===== config.mk =====
export PLATFORM = sky130hd
export DESIGN_NAME = plst_cell
export DESIGN_NICKNAME = d
export VERILOG_FILES = /design/src/rtl/plst_pkg.sv /design/src/rtl/plst_cell.sv
export SDC_FILE = /design/constraint.sdc
export NUM_CORES = 1
export LEC_CHECK = 0
export ABC_AREA = 1
export BUFFER_PORTS_ARGS = -buffer_cell sky130_fd_sc_hd__buf_2
export CAP_MARGIN = 20
export CORE_MARGIN = 1
export CORE_UTILIZATION = 37
export CTS_CLUSTER_DIAMETER = 60
export DETAILED_ROUTE_END_ITERATION = 12
export PLACE_DENSITY = 0.89
export SYNTH_ARGS = -nofsm -noshare
export SYNTH_HDL_FRONTEND = slang
export SYNTH_SLANG_ARGS = --single-unit

===== constraint.sdc =====
create_clock -name i_clk -period 2 [get_ports i_clk]
set_clock_uncertainty 0.1 [all_clocks]
set_input_delay 0.1 -clock i_clk [delete_from_list [all_inputs] [get_ports i_clk]]
set_output_delay 0.1 -clock i_clk [all_outputs]
set_load 0.01 [all_outputs]

===== src/rtl/plst_pkg.sv =====
// plst_pkg: shared types and codes of the positional list engine
// no dependencies; compile before every other rtl file
`default_nettype none

package plst_pkg;

    // payload field widths of the request and response channels
    localparam int REQ_TYPE_W = 2;
    localparam int POS_W      = 7;
    localparam int VALUE_W    = 32;
    localparam int STATUS_W   = 2;
    localparam int COUNT_W    = 7;

    // request codes
    localparam logic [REQ_TYPE_W-1:0] REQ_INSERT = 2'd0;
    localparam logic [REQ_TYPE_W-1:0] REQ_DELETE = 2'd1;
    localparam logic [REQ_TYPE_W-1:0] REQ_READ   = 2'd2;

    // response status codes
    localparam logic [STATUS_W-1:0] STAT_OK      = 2'd0;
    localparam logic [STATUS_W-1:0] STAT_BAD_POS = 2'd1;
    localparam logic [STATUS_W-1:0] STAT_FULL    = 2'd2;

    // operation broadcast along the chain of cells
    typedef enum logic [1:0] {
        CELL_HOLD,
        CELL_INS,
        CELL_DEL
    } t_cell_op;

    // request sequencer states
    typedef enum logic [1:0] {
        S_IDLE,
        S_EXEC,
        S_REDUCE
    } t_state;

endpackage

`default_nettype wire


===== src/rtl/plst_cell.sv =====
// plst_cell: one storage cell of the chain, holds one data word
// depends on plst_pkg; instantiated once per entry by positional_list_engine
`default_nettype none

module plst_cell #(
    parameter int DATA_WIDTH = 32,
    parameter int IDX_W      = 6
) (
    input  wire                     i_clk,
    input  wire plst_pkg::t_cell_op i_op,
    input  wire  [IDX_W-1:0]        i_at,
    input  wire  [IDX_W-1:0]        i_idx,
    input  wire  [DATA_WIDTH-1:0]   i_word,
    input  wire  [DATA_WIDTH-1:0]   i_prev,
    input  wire  [DATA_WIDTH-1:0]   i_next,
    output logic [DATA_WIDTH-1:0]   o_data,
    output logic [DATA_WIDTH-1:0]   o_rd
);
    import plst_pkg::*;

    logic [DATA_WIDTH-1:0] r_data;
    logic [DATA_WIDTH-1:0] n_data;
    logic                  w_hit;
    logic                  w_after;

    assign w_hit   = (i_idx == i_at);
    assign w_after = (i_idx > i_at);

    // insert takes the word at the position and the neighbour's word beyond it;
    // delete pulls the next neighbour's word from the position onwards
    always_comb begin
        n_data = r_data;
        case (i_op)
            CELL_INS: begin
                if (w_hit) begin
                    n_data = i_word;
                end else if (w_after) begin
                    n_data = i_prev;
                end
            end
            CELL_DEL: begin
                if (w_hit || w_after) begin
                    n_data = i_next;
                end
            end
            default: n_data = r_data;
        endcase
    end

    // contents are undefined until written, so no reset
    always_ff @(posedge i_clk) begin
        r_data <= n_data;
    end

    assign o_data = r_data;
    // masked word for the one-hot read reduction
    assign o_rd   = w_hit ? r_data : '0;

endmodule

`default_nettype wire


==> flow_metrics.py <==
metrics = {
    "drt": {
        "finalWirelength_um": 7290,
        "ant_nets": 0,
        "drt_iter0_markers": 149,
        "drc": 0,
        "dr.pass1.iters": 4,
        "viasPerCell": 4.65,
        "vias": 2839,
        "drt-wirelength-per-cell_um": 11.9,
    },
    "floorplanning": {
        "dieArea_um2": 6920,
        "initial_core_util_pct": 38.4,
        "core_area_um2": 6350,
        "die_x_um": 83.2,
        "die_height_um": 83.2,
        "pin_count": 175,
        "rows": 29,
    },
    "grt": {
        "gr-usage-all-layers_pct": 21.1,
        "grt_pass1_wl_um": 11800,
        "grt_pass1_vias": 2683,
        "grt_start_max_net_pins": 33,
        "grt_antenna_before_repair": 0,
        "overflow": 0,
    },
    "power": {
        "leakage_uw": 0.00223,
        "combinationalPowerShare_pct": 26.9,
        "p_sw_share_pct": 27.5,
        "p_total_uw": 1990,
        "powerDensity_nw_per_um2": 550,
        "power_frac_clock_pct": 28.9,
        "p_int_uw": 1440,
        "ir_worst_vdd_uv": 394,
        "power.switching_uw": 546,
        "p_seq_share_pct": 44.1,
    },
    "layout": {
        "drive_above_1_share_pct": 36.7,
        "fillers": 587,
        "largest_reg_flops": 32,
        "area_growth_pct": 48.3,
        "fin_util_pct": 56.9,
        "nets": 650,
        "diodes": 0,
    },
    "sta": {
        "period_minus_slack_ps": 1530,
        "fmax_mhz": 652,
        "rsz0062_at_grt": "no",
        "min_period_over_period_pct": 76.7,
        "fin_setup_tns_ps": 0,
        "slew_headroom_pct": 76.2,
        "finalSetupViolations": 0,
        "maxSlewViolCount": 0,
        "holdWs_ps": 14.1,
        "tightest_slew_ps": 357,
        "hold_viol_final": 0,
    },
    "job": {
        "maxCapViolCount": 0,
    },
    "critical_path": {
        "worstSetupStartpoint": "i_at[5]",
        "worstSetupEndpointType": "output pin",
        "worstPathCellList": "buf_2 -> inv_1 -> ha_1 -> nand2_2 -> inv_1 -> nand3_1 -> buf_4 -> nor2_1 -> buf_2",
        "critical_path_required_ps": 1800,
        "critical_path_arrival_ps": 1330,
        "crit_buf_inv": 5,
        "cp_num_cells": 9,
        "critPathTopFamily": "buffers and inverters",
        "cp-endpoint": "o_rd[12]",
        "critical_path_class": "in -> out",
        "worstSetupStartpointType": "primary input",
        "max_stage_delay_ps": 300,
        "crit_slowest_cell": "ha_1",
        "worstPathMaxFanout": 13,
    },
    "clock_network": {
        "cts_sinks": 32,
        "clk_pin_slew_ps": 60,
        "cts_buffers": 5,
        "root_buffer": "clkbuf_8",
        "cts_tree": "yes",
        "clockBufferDepth": 2,
        "cts_max_level": 2,
    },
    "placement": {
        "port_buffers": 174,
        "dpl.hpwl_um": 5590,
        "globalplace.congestion": 0.865,
    },
    "synthesis": {
        "synthArstFlopShare_pct": 0,
        "yosysMostFrequentCell": "nand2_1",
        "synth_cell_type_count": 18,
        "synth.top_cell.area_share_pct": 39.4,
        "yosysTopAreaCell": "edfxtp_1",
        "ys.flop_type": "edfxtp_1",
        "synth_fp_nets": 463,
        "yosysWarnings": 0,
        "synth_common_cells": "nand2_1, inv_1, nand3_1",
        "avgSynthCellArea_um2": 7.04,
        "netlist_instances": 346,
        "netlist_top_cells_area": "edfxtp_1, nand2_1, inv_1",
        "synth_edf_count": 32,
        "ys_seq_area_share_pct": 39.4,
        "syn-cell-area_um2": 2440,
        "ys_ff_latch": 32,
    },
    "worst_hold_path": {
        "hold_path.class": "in -> reg",
        "hp-start": "i_next[18]",
    },
    "status": {
        "outcome": "complete, no violations",
    },
}
[metrics by stage]
| step | setup WS, ps | instance area [um^2] | std cells |
|---|---|---|---|
| 2_1_floorplan | 36.3 | 2440 | 346 |
| 3_3_place_gp | 287 | 3370 | 589 |
| 3_5_place_dp | 232 | 3370 | 589 |
| 4_1_cts | 448 | 3610 | 611 |
| 5_1_grt | 326 | 3610 | 611 |
| 6_report | 467 | 3610 | 611 |
[kinds of logic (layout without fill, tap and decap cells)]
| family | after synthesis | count (layout) | synth area share [%] |
|---|---|---|---|
| adders and majority gates | 6 | 6 | 3.08 |
| and+or+nand+nor | 209 | 209 | 40.2 |
| buffers and inverters | 97 | 285 | 16.8 |
| DFF | 32 | 32 | 39.4 |
| AOI/OAI and AO/OA | 2 | 2 | 0.513 |
[metal layers]
metal | routed length, um | vias to the layer above | global-route usage, %
met5 | 0 | - | 0
met4 | 158 | 0 | 7.68
met1 | 2910 | 1245 | 24.3
li1 | - | 1424 | -
met3 | 444 | 14 | 2.78
met2 | 3780 | 156 | 39.6
[power by group through the flow]
| stage | clock [uW] | combinational, uW | sequential, uW |
|---|---|---|---|
| global route | 629 | 595 | 887 |
| global placement | 0 | 497 | 888 |
| floorplan | 0 | 233 | 925 |
| detailed placement | 0 | 513 | 891 |
| finish | 575 | 536 | 877 |
| CTS | 598 | 536 | 878 |
[cell usage in the layout, fill, tap and decap left out]
master and instances:
a21oi_1 1, buf_2 174, buf_4 10, bufinv_16 1
clkbuf_8 5, clkinv_1 2, dlygate4sd3_1 14, edfxtp_1 32
ha_1 6, inv_1 78, inv_2 1, nand2_1 105
nand2_2 2, nand2_4 1, nand3_1 35, nand3b_1 32
nor2_1 32, nor2_2 1, nor2_8 1, o21bai_1 1
[worst min path at each step]
stage,to,slack (ps),cells past startpoint
final,o_data[18],10,3
after floorplan,o_data[10],190,2
after global placement,o_data[17],270,3
after detailed placement,o_data[16],270,3
after CTS,o_data[18],0.4,3
after global routing,o_data[4],1,3
[final cells by class]
| type | instances | area, um^2 | share of cell area [%] |
|---|---|---|---|
| clock buffer | 5 | 68.8 | 1.90 |
| multi-input combinational | 217 | 1070 | 29.5 |
| inverter | 79 | 297 | 8.21 |
| clock inverter | 3 | 37.5 | 1.04 |
| tap | 77 | 96.3 | 2.67 |
| sequential | 32 | 961 | 26.6 |
| timing repair buffer | 198 | 1090 | 30.1 |
[repair_timing]
| item | CTS | global route |
|---|---|---|
| hold buffers | 14 | 0 |
| resized for setup | 0 | 0 |
| hold endpoints to repair | 14 | 0 |
| setup buffers | 0 | 0 |
(Power assumes the default switching activity.)
